## config.mk

```make
export PLATFORM = sky130hd
export DESIGN_NAME = group_reversal_reorderer_flat
export DESIGN_NICKNAME = d
export VERILOG_FILES = /design/src/design/grr_pkg.sv /design/src/design/grr_req_if.sv /design/src/design/grr_rsp_if.sv /design/src/design/grr_datapath.sv /design/src/design/grr_ctrl.sv /design/src/design/group_reversal_reorderer.sv /design/src/flat_wrapper.sv
export SDC_FILE = /design/constraint.sdc
export NUM_CORES = 1
export LEC_CHECK = 0
export BUFFER_PORTS_ARGS = -buffer_cell sky130_fd_sc_hd__buf_2
export CAP_MARGIN = 20
export CORE_UTILIZATION = 60
export CTS_BUF_LIST = sky130_fd_sc_hd__clkbuf_4 sky130_fd_sc_hd__clkbuf_8
export DETAILED_ROUTE_END_ITERATION = 6
export PLACE_DENSITY = 0.83
export REMOVE_ABC_BUFFERS = 1
export SLEW_MARGIN = 20
export SYNTH_ARGS = -nofsm -noshare
export SYNTH_HDL_FRONTEND = slang
export SYNTH_SLANG_ARGS = --single-unit
```

## constraint.sdc

```tcl
create_clock -name clock -period 5.05 [get_ports clock]
set_input_delay 1.01 -clock clock [delete_from_list [all_inputs] [get_ports clock]]
set_output_delay 1.01 -clock clock [all_outputs]
set_load 0.05 [all_outputs]
```

## src/design/grr_pkg.sv

```systemverilog
// ----------------------------------------------------------------------------
// grr_pkg
// Shared constants and controller/datapath handshake types for the group
// reversal reorderer.
// ----------------------------------------------------------------------------
package grr_pkg;

   // default depth of the group buffer
   localparam int GROUP_MAX_DEF = 16;

   // fixed field widths
   localparam int VALUE_W = 32;
   localparam int GSIZE_W = 5;

   // group_size after reset
   localparam logic [GSIZE_W-1:0] GSIZE_RESET = GSIZE_W'(1);

   // controller -> datapath commands
   typedef struct packed {
      logic store;   // write the accepted request into the group buffer
      logic step;    // read one buffered entry into the response register
   } grr_cmd_type;

   // datapath -> controller status
   typedef struct packed {
      logic flush;   // the request being offered closes a group
      logic rem_one; // one entry left to drain
   } grr_status_type;

endpackage

```

## src/design/grr_req_if.sv

```systemverilog
// ----------------------------------------------------------------------------
// grr_req_if
// Valid/ready channel carrying one request item of the reorderer.
// ----------------------------------------------------------------------------
interface grr_req_if
   import grr_pkg::*;
();
   logic                      valid;
   logic                      ready;
   logic signed [VALUE_W-1:0] item_value;
   logic                      item_last;

   modport source (output valid, output item_value, output item_last, input ready);
   modport sink   (input valid, input item_value, input item_last, output ready);
endinterface

```

## src/design/grr_rsp_if.sv

```systemverilog
// ----------------------------------------------------------------------------
// grr_rsp_if
// Valid/ready channel carrying one reordered response item.
// ----------------------------------------------------------------------------
interface grr_rsp_if
   import grr_pkg::*;
();
   logic                      valid;
   logic                      ready;
   logic signed [VALUE_W-1:0] out_value;
   logic                      out_last;

   modport source (output valid, output out_value, output out_last, input ready);
   modport sink   (input valid, input out_value, input out_last, output ready);
endinterface

```

## src/design/grr_datapath.sv

```systemverilog
// ----------------------------------------------------------------------------
// grr_datapath
// Group buffer, fill count, group size register, drain pointer and the
// response output register.
// ----------------------------------------------------------------------------
module grr_datapath
   import grr_pkg::*;
#(
   parameter int GROUP_MAX = GROUP_MAX_DEF
) (
   input  logic                      clock,
   input  logic                      reset,
   input  logic                      csr_wr_en,
   input  logic [GSIZE_W-1:0]        csr_wr_data,
   input  logic signed [VALUE_W-1:0] item_value,
   input  logic                      item_last,
   input  grr_cmd_type               cmd,
   output grr_status_type            st,
   output logic signed [VALUE_W-1:0] out_value,
   output logic                      out_last
);
   localparam int CNT_W = $clog2(GROUP_MAX + 1);
   localparam int IDX_W = $clog2(GROUP_MAX);
   localparam int EW    = (CNT_W > GSIZE_W) ? CNT_W : GSIZE_W;

   logic signed [VALUE_W-1:0] mem [GROUP_MAX];

   logic [GSIZE_W-1:0]        gsize_ff, gsize_in;
   logic [CNT_W-1:0]          fill_ff, fill_in;
   logic [CNT_W-1:0]          rem_ff, rem_in;
   logic [IDX_W-1:0]          rptr_ff, rptr_in;
   logic                      rev_ff, rev_in;
   logic                      seq_last_ff, seq_last_in;
   logic signed [VALUE_W-1:0] out_value_ff;
   logic                      out_last_ff;

   logic [EW-1:0]    gs_ext;
   logic [EW-1:0]    eff;
   logic [CNT_W-1:0] fill_next;
   logic             full_hit;

   // effective group size, clamped to 1..GROUP_MAX
   always_comb begin
      gs_ext = EW'(gsize_ff);
      if (gs_ext == '0) begin
         eff = EW'(1);
      end else if (gs_ext > EW'(GROUP_MAX)) begin
         eff = EW'(GROUP_MAX);
      end else begin
         eff = gs_ext;
      end
   end

   // group close decision for the offered request
   assign fill_next   = fill_ff + CNT_W'(1);
   assign full_hit    = EW'(fill_next) >= eff;
   assign st.flush    = full_hit | item_last;
   assign st.rem_one  = (rem_ff == CNT_W'(1));

   // next-state logic
   always_comb begin
      gsize_in    = csr_wr_en ? csr_wr_data : gsize_ff;
      fill_in     = fill_ff;
      rem_in      = rem_ff;
      rptr_in     = rptr_ff;
      rev_in      = rev_ff;
      seq_last_in = seq_last_ff;
      if (cmd.store) begin
         fill_in = st.flush ? '0 : fill_next;
         if (st.flush) begin
            rem_in      = fill_next;
            rev_in      = full_hit;
            seq_last_in = item_last;
            // reversed drain starts at the newest entry
            rptr_in     = full_hit ? fill_ff[IDX_W-1:0] : '0;
         end
      end else if (cmd.step) begin
         rem_in  = rem_ff - CNT_W'(1);
         rptr_in = rev_ff ? rptr_ff - IDX_W'(1) : rptr_ff + IDX_W'(1);
      end
   end

   // control registers
   always_ff @(posedge clock) begin
      if (reset) begin
         gsize_ff <= GSIZE_RESET;
         fill_ff  <= '0;
         rem_ff   <= '0;
      end else begin
         gsize_ff <= gsize_in;
         fill_ff  <= fill_in;
         rem_ff   <= rem_in;
      end
   end

   // drain pointer and sequence flags
   always_ff @(posedge clock) begin
      rptr_ff     <= rptr_in;
      rev_ff      <= rev_in;
      seq_last_ff <= seq_last_in;
   end

   // group buffer: write on store, registered read on step
   always_ff @(posedge clock) begin
      if (cmd.store) begin
         mem[fill_ff[IDX_W-1:0]] <= item_value;
      end
      if (cmd.step) begin
         out_value_ff <= mem[rptr_ff];
         out_last_ff  <= seq_last_ff & st.rem_one;
      end
   end

   assign out_value = out_value_ff;
   assign out_last  = out_last_ff;

`ifndef SYNTHESIS
   a_fill_bound: assert property (@(posedge clock) disable iff (reset)
      fill_ff < CNT_W'(GROUP_MAX))
      else $error("fill count reached buffer depth");

   a_flush_loads: assert property (@(posedge clock) disable iff (reset)
      cmd.store && st.flush |=> rem_ff != '0 && fill_ff == '0)
      else $error("group flush did not load drain count");

   a_last_marks: assert property (@(posedge clock) disable iff (reset)
      cmd.step && st.rem_one && seq_last_ff |=> out_last_ff)
      else $error("final response of a sequence lost its last flag");
`endif
endmodule

```

## src/design/grr_ctrl.sv

```systemverilog
// ----------------------------------------------------------------------------
// grr_ctrl
// Controller: accepts requests while collecting, then steps the drain of a
// closed group into the response register under receiver backpressure.
// ----------------------------------------------------------------------------
module grr_ctrl
   import grr_pkg::*;
(
   input  logic           clock,
   input  logic           reset,
   input  logic           req_valid,
   output logic           req_ready,
   output logic           rsp_valid,
   input  logic           rsp_ready,
   input  grr_status_type st,
   output grr_cmd_type    cmd
);
   typedef enum logic [0:0] {
      S_COLLECT,
      S_DRAIN
   } state_type;

   state_type state_ff, state_in;
   logic      rsp_valid_ff, rsp_valid_in;

   // handshake and command decode
   always_comb begin
      req_ready = (state_ff == S_COLLECT);
      cmd.store = req_ready & req_valid;
      cmd.step  = (state_ff == S_DRAIN) & (~rsp_valid_ff | rsp_ready);
   end

   // next state
   always_comb begin
      state_in = state_ff;
      unique case (state_ff)
         S_COLLECT: begin
            if (cmd.store && st.flush) state_in = S_DRAIN;
         end
         S_DRAIN: begin
            if (cmd.step && st.rem_one) state_in = S_COLLECT;
         end
         default: state_in = S_COLLECT;
      endcase
      // response register fills on a step, empties when taken
      rsp_valid_in = cmd.step | (rsp_valid_ff & ~rsp_ready);
   end

   always_ff @(posedge clock) begin
      if (reset) begin
         state_ff     <= S_COLLECT;
         rsp_valid_ff <= 1'b0;
      end else begin
         state_ff     <= state_in;
         rsp_valid_ff <= rsp_valid_in;
      end
   end

   assign rsp_valid = rsp_valid_ff;

`ifndef SYNTHESIS
   a_flush_drains: assert property (@(posedge clock) disable iff (reset)
      cmd.store && st.flush |=> state_ff == S_DRAIN)
      else $error("closed group did not start draining");

   a_step_fills: assert property (@(posedge clock) disable iff (reset)
      cmd.step |=> rsp_valid_ff)
      else $error("drain step did not present a response");
`endif
endmodule

```

## src/design/group_reversal_reorderer.sv

```systemverilog
// ----------------------------------------------------------------------------
// group_reversal_reorderer
// Streams items through a group buffer and emits full groups reversed.
//
// Request channel req: item_value and item_last, valid/ready. Requests are
// collected one per cycle, except while a group drains, into a buffer of
// GROUP_MAX entries. When the held count reaches the effective group size
// (group_size clamped to 1..GROUP_MAX) the group is emitted newest first;
// when item_last arrives before that, the partial group is emitted oldest
// first. out_last marks the final response of a sequence. Response channel
// rsp: out_value and out_last, valid/ready. csr_wr_en/csr_wr_data write
// group_size (reset value 1); write only when idle. A request that does not
// close a group is only stored. One that closes a group moves the controller
// to its drain state, whose steps load the response register, one response
// per cycle while the receiver takes it; req_ready stays low while the single
// buffer read port drains the group.
// A stalled receiver holds the response register and pauses the drain.
// Reset is synchronous: the buffer is emptied and group_size returns to 1.
// ----------------------------------------------------------------------------
module group_reversal_reorderer
   import grr_pkg::*;
#(
   parameter int GROUP_MAX = GROUP_MAX_DEF
) (
   input  logic               clock,
   input  logic               reset,
   grr_req_if.sink            req,
   grr_rsp_if.source          rsp,
   input  logic               csr_wr_en,
   input  logic [GSIZE_W-1:0] csr_wr_data
);
   grr_cmd_type    cmd;
   grr_status_type st;

   // controller
   grr_ctrl u_ctrl (
      .clock     (clock),
      .reset     (reset),
      .req_valid (req.valid),
      .req_ready (req.ready),
      .rsp_valid (rsp.valid),
      .rsp_ready (rsp.ready),
      .st        (st),
      .cmd       (cmd)
   );

   // datapath
   grr_datapath #(
      .GROUP_MAX (GROUP_MAX)
   ) u_datapath (
      .clock       (clock),
      .reset       (reset),
      .csr_wr_en   (csr_wr_en),
      .csr_wr_data (csr_wr_data),
      .item_value  (req.item_value),
      .item_last   (req.item_last),
      .cmd         (cmd),
      .st          (st),
      .out_value   (rsp.out_value),
      .out_last    (rsp.out_last)
   );
endmodule

```

## src/flat_wrapper.sv

```systemverilog
// flat-port wrapper written by rule: the top's interface ports become plain ports
module group_reversal_reorderer_flat import grr_pkg::*;
#(
   parameter int GROUP_MAX = GROUP_MAX_DEF
)
  (clock, reset, csr_wr_en, csr_wr_data, req_valid, req_item_value, req_item_last, req_ready, rsp_valid, rsp_out_value, rsp_out_last, rsp_ready);
  grr_req_if req_i ();
  grr_rsp_if rsp_i ();
  input  logic clock;
  input  logic reset;
  input  logic csr_wr_en;
  input  logic [GSIZE_W-1:0] csr_wr_data;
  input wire logic [$bits(req_i.valid)-1:0] req_valid;
  input wire logic [$bits(req_i.item_value)-1:0] req_item_value;
  input wire logic [$bits(req_i.item_last)-1:0] req_item_last;
  output wire logic [$bits(req_i.ready)-1:0] req_ready;
  output wire logic [$bits(rsp_i.valid)-1:0] rsp_valid;
  output wire logic [$bits(rsp_i.out_value)-1:0] rsp_out_value;
  output wire logic [$bits(rsp_i.out_last)-1:0] rsp_out_last;
  input wire logic [$bits(rsp_i.ready)-1:0] rsp_ready;
  assign req_i.valid = req_valid;
  assign req_i.item_value = req_item_value;
  assign req_i.item_last = req_item_last;
  assign req_ready = req_i.ready;
  assign rsp_valid = rsp_i.valid;
  assign rsp_out_value = rsp_i.out_value;
  assign rsp_out_last = rsp_i.out_last;
  assign rsp_i.ready = rsp_ready;
  group_reversal_reorderer #(.GROUP_MAX(GROUP_MAX)) u_core (.clock(clock), .reset(reset), .req(req_i), .rsp(rsp_i), .csr_wr_en(csr_wr_en), .csr_wr_data(csr_wr_data));
endmodule
```

==> impl_metrics.toml, run 1 <==
[synthesis]
synth_top_family_by_area = "multiplexers"
synth_fa_ha_area_frac = 0.00843
synth_cells = 917
async_flop_share = 0
synth_seq_cells = 568
synth_area_mm2 = 0.0217
synth.avg_cell_area_um2 = 23.6
yosys_warnings = 0
synthFlopType = "edfxtp_1"
synthMuxAreaShare = 0.169
synth_compound_area_frac = 0.00953
synth.distinct_cells = 39
synth_area_leaders = "edfxtp_1 (76%), mux4_2 (17%), dfxtp_1 (1.6%)"
yosysTopAreaCellShare = 0.764
ys_seq_area_frac = 0.780
synth_top_cell_by_area = "edfxtp_1"
synthSimpleGateAreaFrac = 0.0166
synth_edf_count = 551
synth_most_common_cell = "edfxtp_1"
synth_xor_area_frac = 0.00324
synthTopCellsByCount = "edfxtp_1 (551), mux4_2 (160), clkbuf_1 (24)"

[pwr]
power.leakage_nw = 7.87
powerDensity_mw_per_mm2 = 433
ir_drop_v = 0.000283

[floorplanning]
coreArea_mm2 = 0.0356
row_count = 69
dieHeight_um = 192
pin_count = 78
initial_core_util = 0.609
fp.dieArea_mm2 = 0.0369
die_x_um = 192

[global_route]
antenna_found_initial = 2
overflow = 0
use_met1 = 0.324
met2_usage = 0.377
grt_usage = 0.236
grt_pass1_wl_um = 62000
grt_max_degree = 73
met3_usage = 0.0497
top_usage_layer = "met2"
grt_pass1_vias = 10400

[timing]
relSlewSlack = 0.219
slew_violations = 0
fin_crit_ps = 3500
worst_slack_ps = 1550
rsz0062_at_grt = "false"
fin_crit_sh = 0.693
setup_viol = 0
finalClockSkew_ps = 28.1
final-hold-violation-count = 0
fmaxAchievable_ghz = 0.286
tightest_slew_ps = 1170

[setup_path]
critical_path_buf_inv_count = 0
path_cells = "ha_1 -> nand3_1 -> xnor2_1 -> ha_1 -> a21o_1 -> a311oi_2 -> o21ai_0 -> o211a_1"
path_delay_family = "compound AO/OA/AOI/OAI gates"
cp_slowest_cell = "a311oi_2"
crit_path_end_kind = "register"
critPathArrivalTime_ps = 4000
cp.required_ps = 5560
cp-start-kind = "register"
cpMostUsedCell = "ha_1"
critical_path_peak_fanout = 16
slowest_delay_ps = 830
crit_type = "reg -> reg"

[clock_tree]
clkTransAtPathRegs_ps = 60
tritoncts = "built"
clock_sinks = 568
root_buffer = "clkbuf_8"
numCtsBuffers = 86
cts_buffer_depth = 3
cts_max_level = 3
cts.repair.resized = 0
cts_setup_buffers = 0
worstSkewPairLatency_ps = 630
cts_hold_buf = 0

[layout]
antenna_cells = 0
final_core_util = 0.690
drive_gt1_frac = 0.365
syn2layout_area_growth_pct = 13.3
nets = 1114

[hold_path]
hold_class = "reg -> reg"

[routing]
vias_per_cell = 6.24
drtIter0Drc = 927
drtAntennaViolNets = 0
drtPass1Iterations = 5
wire_per_inst_um = 26.7
drc = 0
dr_total_vias = 9884
drt-total-wl_um = 42300

[job]
maxCapViolCount = 0

[run_status]
status = "completed"

[placed_design]
pre_cts_ws_ps = 1520
gp_congestion = 0.831
port_buffers = 77
dp_hpwl_um = 22700
-- state kept, by name (all words and copies together) (netlist names) --
signal                         flops
u_core.u_datapath.rem_ff           5
u_core.u_datapath.gs_ext           5
u_core.u_datapath.rev_ff           1
u_core.u_datapath.mem            512
u_core.u_datapath.fill_ff          5
u_core.u_datapath.rptr_ff          4
u_core.u_ctrl.state_ff             1
u_core.u_datapath.out_value       32
u_core.u_datapath.out_last         1
u_core.u_datapath.seq_last_ff      1
u_core.u_ctrl.rsp_valid            1
-- worst paths after layout --
path / from / to / depth (start not counted) / slack (ps)
setup / recovery: u_core.u_datapath.fill_ff[0]$_SDFFE_PP0P_ / u_core.u_datapath.rem_ff[1]$_SDFFE_PP0P_ / 8 / 1550
hold / removal: u_core.u_datapath.fill_ff[4]$_SDFFE_PP0P_ / u_core.u_datapath.fill_ff[4]$_SDFFE_PP0P_ / 2 / 480
setup reg to reg: u_core.u_datapath.fill_ff[0]$_SDFFE_PP0P_ / u_core.u_datapath.rem_ff[1]$_SDFFE_PP0P_ / 8 / 1550
hold reg to reg: u_core.u_datapath.fill_ff[4]$_SDFFE_PP0P_ / u_core.u_datapath.fill_ff[4]$_SDFFE_PP0P_ / 2 / 480
-- layer usage --
layer,share of wire,vias up
li1,-,4197
met1,0.40,5229
met2,0.51,387
met3,0.063,67
met4,0.024,4
met5,0.00064,-
-- tightest hold or removal path: stages (launching register included) --
cell	delay, ps
dfxtp_1	320
nand2_1	60
a21oi_1	50
-- final cells by class --
| cell class | count | area [um^2] |
|---|---|---|
| Tap cell | 461 | 577 |
| Multi-Input combinational cell | 293 | 4580 |
| Clock inverter | 35 | 235 |
| Sequential cell | 568 | 16900 |
| Fill cell | 2010 | 11000 |
| Timing Repair Buffer | 97 | 771 |
| Clock buffer | 119 | 1450 |
| Inverter | 11 | 41.3 |
-- placed cells by master (no fill, tap or decap), types with 8 or more instances in the layout --
| master | count |
|---|---|
| edfxtp_1 | 551 |
| mux4_2 | 160 |
| clkbuf_8 | 89 |
| buf_2 | 77 |
| clkbuf_4 | 30 |
| nand2_1 | 21 |
| clkinv_1 | 20 |
| dfxtp_1 | 17 |
| ha_1 | 13 |
| nor2_4 | 12 |
| inv_1 | 10 |
| nor2_1 | 10 |
| nand3_1 | 9 |
| a21oi_1 | 8 |
| clkinv_2 | 8 |
| buf_16 | 8 |
-- kinds of logic after synthesis --
logic type / Yosys count
AOI/OAI and AO/OA: 29
xor gates and xnor gates: 8
adders and majority gates: 14
buffers and inverters: 56
DFF: 568
muxes: 165
and+or+nand+nor: 77
-- metrics by stage --
stage                     hold WS [ps]  total power [mW]  TNS, ps  area [um^2]  instances
after floorplan                    438              6.75   -48760        21400        872
after global placement             454              7.03        0        22600       1420
after detailed placement           472              7.06        0        22600       1420
after CTS                          480              10.7        0        24300       1574
after global routing               509              11.0        0        24500       1584
final                              485              10.6        0        24500       1584
-- report_power, final --
part | switching, mW | leakage [nW] | internal (mW) | total [mW]
clock | 1.67 | 0.884 | 2.01 | 3.68
combinational | 0.853 | 1.86 | 0.704 | 1.56
sequential | 0.0632 | 5.13 | 5.33 | 5.39
total | 2.59 | 7.87 | 8.04 | 10.6
No activity file was read; power rests on OpenSTA's default activity.
==> inputs of run 2 (changes only) <==
--- a/config.mk
+++ b/config.mk
@@ -5,12 +5,13 @@
 export SDC_FILE = /design/constraint.sdc
 export NUM_CORES = 1
 export LEC_CHECK = 0
+export ABC_AREA = 1
 export BUFFER_PORTS_ARGS = -buffer_cell sky130_fd_sc_hd__buf_2
 export CAP_MARGIN = 20
 export CORE_UTILIZATION = 60
 export CTS_BUF_LIST = sky130_fd_sc_hd__clkbuf_4 sky130_fd_sc_hd__clkbuf_8
 export DETAILED_ROUTE_END_ITERATION = 6
-export PLACE_DENSITY = 0.83
+export PLACE_DENSITY = 0.82
 export REMOVE_ABC_BUFFERS = 1
 export SLEW_MARGIN = 20
 export SYNTH_ARGS = -nofsm -noshare
==> constraint.sdc (replaced) <==
create_clock -name clock -period 3.5 [get_ports clock]
set_input_delay 0.7 -clock clock [delete_from_list [all_inputs] [get_ports clock]]
set_output_delay 0.7 -clock clock [all_outputs]
set_load 0.05 [all_outputs]
==> run 2 against run 1 <==
- maximum frequency grew 33%
- synthesized cell count is 79% higher
- sequential power up 45%
- combinational power increased by 100%
- count of clock-buffer cells in the layout down 10
- global-route usage rose by 3.5 points
- utilization decreased by 0.98 points
- worst hold slack lost 230 ps
- cell count up 43%
- die area up 3.1%
- critical path type unchanged
==> impl_metrics.toml, run 2 <==
[routing]
drt-total-wl_um = 50600
drtIter0Drc = 1637
drtPass1Iterations = 5
drtAntennaViolNets = 0
vias_per_cell = 6.30
drc = 0
dr_total_vias = 14300
wire_per_inst_um = 22.3

[floorplanning]
coreArea_mm2 = 0.0366
die_x_um = 195
fp.dieArea_mm2 = 0.0380
initial_core_util = 0.610
dieHeight_um = 195
row_count = 70
pin_count = 78

[setup_path]
crit_type = "reg -> reg"
critical_path_buf_inv_count = 1
r2r_cells = 12
cpMostUsedCell = "nand2_1"
regToRegSetupSlack_ps = 870
cp.required_ps = 4030
cp_slowest_cell = "dfxtp_1"
slowest_delay_ps = 430
r2r_start = "u_core.u_datapath.fill_ff[1]$_SDFFE_PP0P_"
crit_path_end_kind = "register"
worst_r2r_endpoint = "u_core.u_datapath.rem_ff[3]$_SDFFE_PP0P_"
path_cells = "ha_1 -> nand3_1 -> nand2_1 -> nand2_1 -> inv_1 -> ha_1 -> a21oi_1 -> nand4_1 -> nand2_1 -> nand2_1 -> nor2_1 -> nor2_1"
critPathArrivalTime_ps = 3160
path_delay_family = "simple AND/OR/NAND/NOR gates"
cp-start-kind = "register"
critical_path_peak_fanout = 14

[global_route]
grt_max_degree = 262
grt_pass1_vias = 14100
antenna_found_initial = 0
overflow = 0
grt_pass1_wl_um = 78600
grt_usage = 0.271

[timing]
final-hold-violation-count = 0
relSlewSlack = 0.270
worst_slack_ps = 867
fin_crit_ps = 2630
slew_violations = 0
rsz0062_at_grt = "false"
setup_viol = 0
tightest_slew_ps = 1100
fmaxAchievable_ghz = 0.380
fin_crit_sh = 0.752
finalClockSkew_ps = 33.8

[synthesis]
synth_area_leaders = "edfxtp_1 (74%), o21ai_0 (5.6%), nor2_1 (5.5%)"
synthSimpleGateAreaFrac = 0.0806
synth_top_cell_by_area = "edfxtp_1"
async_flop_share = 0
synth_cells = 1644
yosysTopAreaCellShare = 0.741
synth_edf_count = 551
synthTopCellsByCount = "edfxtp_1 (551), nor2_1 (329), o21ai_0 (252)"
synth_xor_area_frac = 0.00157
synth_top_family_by_area = "compound AO/OA/AOI/OAI gates"
synthMuxAreaShare = 0
synth_area_mm2 = 0.0223
yosys_warnings = 0
synth_most_common_cell = "edfxtp_1"
synth_fa_ha_area_frac = 0.00818
synth_compound_area_frac = 0.120
synthFlopType = "edfxtp_1"
synth.avg_cell_area_um2 = 13.6
synth_seq_cells = 568
synth.distinct_cells = 31
ys_seq_area_frac = 0.756

[layout]
final_core_util = 0.680
fillerInstances = 2366
syn2layout_area_growth_pct = 11.5
drive_gt1_frac = 0.145
fin_area_mm2 = 0.0249
antenna_cells = 0
layout_commonest_cell = "edfxtp_1"
nets = 1788
final_cell_mix = "edfxtp_1 (551), nor2_1 (313), o21ai_0 (252)"
largest_reg_flops = 512

[clock_tree]
numCtsBuffers = 88
root_buffer = "clkbuf_8"
tritoncts = "built"
cts_buffer_depth = 3
cts.repair.resized = 0
clkTransAtPathRegs_ps = 60
worstSkewPairLatency_ps = 640
cts_hold_buf = 0
cts_setup_buffers = 0
cts_max_level = 3
clock_sinks = 568

[placed_design]
gp_congestion = 0.847
dp_hpwl_um = 26100
pre_cts_ws_ps = 683
place_area_mm2 = 0.0232
port_buffers = 77

[pwr]
powerDensity_mw_per_mm2 = 652
power.leakage_nw = 8.27
ir_drop_v = 0.000355

[hold_path]
hp-start = "req_item_last"
hold_path_end = "u_core.u_datapath.seq_last_ff$_DFFE_PP_"
whs_path_depth = 1
hold_class = "in -> reg"

[run_status]
status = "completed"

[job]
maxCapViolCount = 0
run 2: cell types whose count changed after synthesis, moves of 30 or more:
cell,before,now
o211ai_1,2,69
clkbuf_1,24,58
nand3_1,9,39
mux4_2,160,0
nor2_1,22,329
o22ai_1,0,33
o21ai_0,3,252
o221ai_1,0,58
nand2_1,21,90
run 2: worst max path at each step:
stage / startpoint / end / slack, ps / cells after the start
finish: u_core.u_datapath.fill_ff[1]$_SDFFE_PP0P_ / u_core.u_datapath.rem_ff[3]$_SDFFE_PP0P_ / 870 / 12
global route: u_core.u_datapath.fill_ff[1]$_SDFFE_PP0P_ / u_core.u_datapath.rem_ff[3]$_SDFFE_PP0P_ / 660 / 14
CTS: u_core.u_datapath.fill_ff[1]$_SDFFE_PP0P_ / u_core.u_datapath.rem_ff[3]$_SDFFE_PP0P_ / 900 / 12
detailed placement: req_valid / u_core.u_datapath.mem[14][25]$_DFFE_PP_ / 680 / 6
global placement: req_valid / u_core.u_datapath.mem[14][25]$_DFFE_PP_ / 730 / 6
floorplan: u_core.u_datapath.rptr_ff[0]$_DFFE_PP_ / u_core.u_datapath.rptr_ff[2]$_DFFE_PP_ / -4810 / 6
run 2: power breakdown:
part           total [mW]  leakage (nW)  internal (mW)  switching (mW)
clock                5.32         0.889           2.83            2.49
combinational        3.13          2.25          0.854            2.28
sequential           7.79          5.13           7.73          0.0659
run 2: worst reg2reg max path: cells and delay by family (launching register included):
family	cells	cell delay [ps]
AO/OA/AOI/OAI	1	220
adder cells (fa/ha/maj)	2	530
buffers and inverters	1	80
flip-flops	1	430
AND/OR/NAND/NOR	8	1250
run 2: cells by family after synthesis:
group | Yosys count
flops | 568
compound gates | 446
simple gates | 463
xor+xnor | 4
fa+ha+maj | 14
buf+inv | 149
run 2: layout make-up:
cell class                 instances  area (um^2)  area share
sequential                       568        16900       0.678
multi-input combinational        927         4820       0.194
clock buffer                     109         1380      0.0555
timing repair buffer             107          773      0.0311
tap                              468          586      0.0235
clock inverter                    47          304      0.0122
inverter                          39          151     0.00608
run 2: layer usage:
metal | wire length [um] | vias to the layer above | global-route usage
met5 | 0 | - | 0
li1 | - | 6324 | -
met2 | 24800 | 840 | 0.442
met1 | 20000 | 6987 | 0.372
met4 | 1350 | 0 | 0.104
met3 | 4400 | 108 | 0.0422
run 2: through the flow:
step / setup TNS, ps / hold WS (ps) / std cells / power (mW)
floorplan: -156550 / 443 / 1534 / 9.97
global placement: 0 / 467 / 2109 / 10.9
detailed placement: 0 / 479 / 2109 / 11.0
CTS: 0 / 223 / 2265 / 16.3
global route: 0 / 232 / 2265 / 16.9
finish: 0 / 254 / 2265 / 16.2
==> inputs of run 3 (changes only) <==
==> constraint.sdc (replaced) <==
create_clock -name clock -period 2.8 [get_ports clock]
set_input_delay 0.56 -clock clock [delete_from_list [all_inputs] [get_ports clock]]
set_output_delay 0.56 -clock clock [all_outputs]
set_load 0.05 [all_outputs]
==> run 3 against run 2 <==
- sequential cell count unchanged
- worst hold slack worse by 140 ps
- die area unchanged
- combinational power up 25%
- clock skew down 11 ps
- clock power up 21%
- largest cell class unchanged
- largest power group unchanged
- highest routed layer is now met5
==> impl_metrics.toml, run 3 (synthesis results as in run 2) <==
[pwr]
p_sw_frac = 0.295
power.leakage_nw = 8.31
clkPwrFrac = 0.321
ir_drop_v = 0.000706
switchingPower_mw = 5.95
combPwrFrac = 0.195
power_frac_seq = 0.484
internal-power_mw = 14.2
finalPower_mw = 20.1
powerDensity_mw_per_mm2 = 805

[hold_path]
hold_class = "in -> reg"

[clock_tree]
cts_hold_buf = 0
tritoncts = "built"
cts_setup_buffers = 0
clkTransAtPathRegs_ps = 60
worstSkewPairLatency_ps = 640
cts.repair.resized = 0
numCtsBuffers = 87
root_buffer = "clkbuf_8"
cts_max_level = 3
clock_sinks = 568
cts_buffer_depth = 3

[timing]
setup_viol = 0
slew_violations = 0
fin_crit_sh = 0.858
finalClockSkew_ps = 23.1
finalSetupTns_ps = 0
fin_crit_ps = 2400
final-hold-violation-count = 0
relSlewSlack = 0.299
tightest_slew_ps = 1050
rsz0062_at_grt = "false"
fmaxAchievable_ghz = 0.416

[routing]
vias_per_cell = 6.28
drc = 0
drt-total-wl_um = 50700
dr_wl_met3_um = 5270
wl_met1_um = 19300
met2_wirelength_um = 24400
drtIter0Drc = 1947
top_layer = "met5"
dr_total_vias = 14300
drtPass1Iterations = 6
drtAntennaViolNets = 0
wire_per_inst_um = 22.3

[global_route]
grt_pass1_wl_um = 77900
grt_max_degree = 262
antenna_found_initial = 4
overflow = 0
grt_usage = 0.272
grt_pass1_vias = 14200

[setup_path]
cpMostUsedCell = "nand2_1"
crit_type = "reg -> reg"
cp-start-kind = "register"
path_cells = "or4_1 -> nand2_1 -> nand2_1 -> ha_1 -> nand2_1 -> nor2_1 -> nand2_1 -> nand4_1 -> nand2_1 -> nand2_2"
critical_path_peak_fanout = 14
slowest_delay_ps = 530
cp_slowest_cell = "or4_1"
cp.required_ps = 3110
critPathArrivalTime_ps = 2710
crit_path_end_kind = "register"

[floorplanning]
row_count = 70
die_x_um = 195
pin_count = 78
initial_core_util = 0.610
dieHeight_um = 195
fp.dieArea_mm2 = 0.0380
coreArea_mm2 = 0.0366

[layout]
fillerInstances = 2311
final_core_util = 0.683
nets = 1800
final_cell_mix = "edfxtp_1 (551), nor2_1 (313), o21ai_0 (252)"
ff_latch_area_mm2 = 0.0169
largest_reg_flops = 512
multi_input_area_mm2 = 0.00482
drive_gt1_frac = 0.148
syn2layout_area_growth_pct = 12.0
layout_commonest_cell = "edfxtp_1"

[job]
maxCapViolCount = 0

[run_status]
status = "completed"

[placed_design]
gp_congestion = 0.816
dp_hpwl_um = 25300
port_buffers = 77
## run 3: cell count changes in the layout (fill, tap and decap cells not counted), sizes merged
cell	before	now
inv	41	44
diode	0	2
buf	107	120
clkbuf	109	110
bufinv	3	2
clkinv	40	31
## run 3: path summary, 6_finish.rpt
check / startpoint / end / slack, ps / cells past startpoint
max: u_core.u_datapath.gs_ext[0]$_SDFFE_PP1P_ / u_core.u_datapath.rptr_ff[0]$_DFFE_PP_ / 400 / 10
min: reset / u_core.u_datapath.fill_ff[4]$_SDFFE_PP0P_ / 110 / 2
max reg2reg: u_core.u_datapath.gs_ext[0]$_SDFFE_PP1P_ / u_core.u_datapath.rptr_ff[0]$_DFFE_PP_ / 400 / 10
min reg2reg: u_core.u_ctrl.rsp_valid$_SDFF_PP0_ / u_core.u_ctrl.rsp_valid$_SDFF_PP0_ / 490 / 2
## run 3: worst max-delay path: cells and delay by family (launching register included)
kind	cells	cell delay (ps)
adders and majority gates	1	270
DFF	1	320
and+or+nand+nor	9	1460
## run 3: metrics by stage
| step | setup slack [ps] | std cells | hold slack [ps] | instance area (um^2) |
|---|---|---|---|---|
| after CTS | 278 | 2272 | 79.1 | 25000 |
| after global placement | 424 | 2122 | 463 | 23400 |
| after detailed placement | 311 | 2122 | 477 | 23400 |
| after global routing | 150 | 2272 | 88.3 | 25000 |
| final | 398 | 2274 | 115 | 25000 |
| after floorplan | -5510 | 1534 | 443 | 21700 |
## run 3: layout make-up
class	count	area share
Antenna cell	2	0.000200
Clock buffer	110	0.0548
Clock inverter	40	0.00980
Inverter	39	0.00605
Multi-Input combinational cell	927	0.193
Sequential cell	568	0.675
Tap cell	468	0.0234
Timing Repair Buffer	120	0.0378
## run 3: power groups by stage
stage,clock (mW),combinational (mW),sequential (mW)
6_report,6.46,3.92,9.75
5_1_grt,6.87,4.27,9.77
4_1_cts,6.51,3.88,9.75
3_5_place_dp,0,3.84,9.93
3_3_place_gp,0,3.71,9.92
2_1_floorplan,0,1.90,10.6
## run 3: per-layer routing
metal	track usage	vias up
met3	0.0621	152
met1	0.356	6919
met2	0.434	842
met5	0	-
li1	-	6351
met4	0.128	6
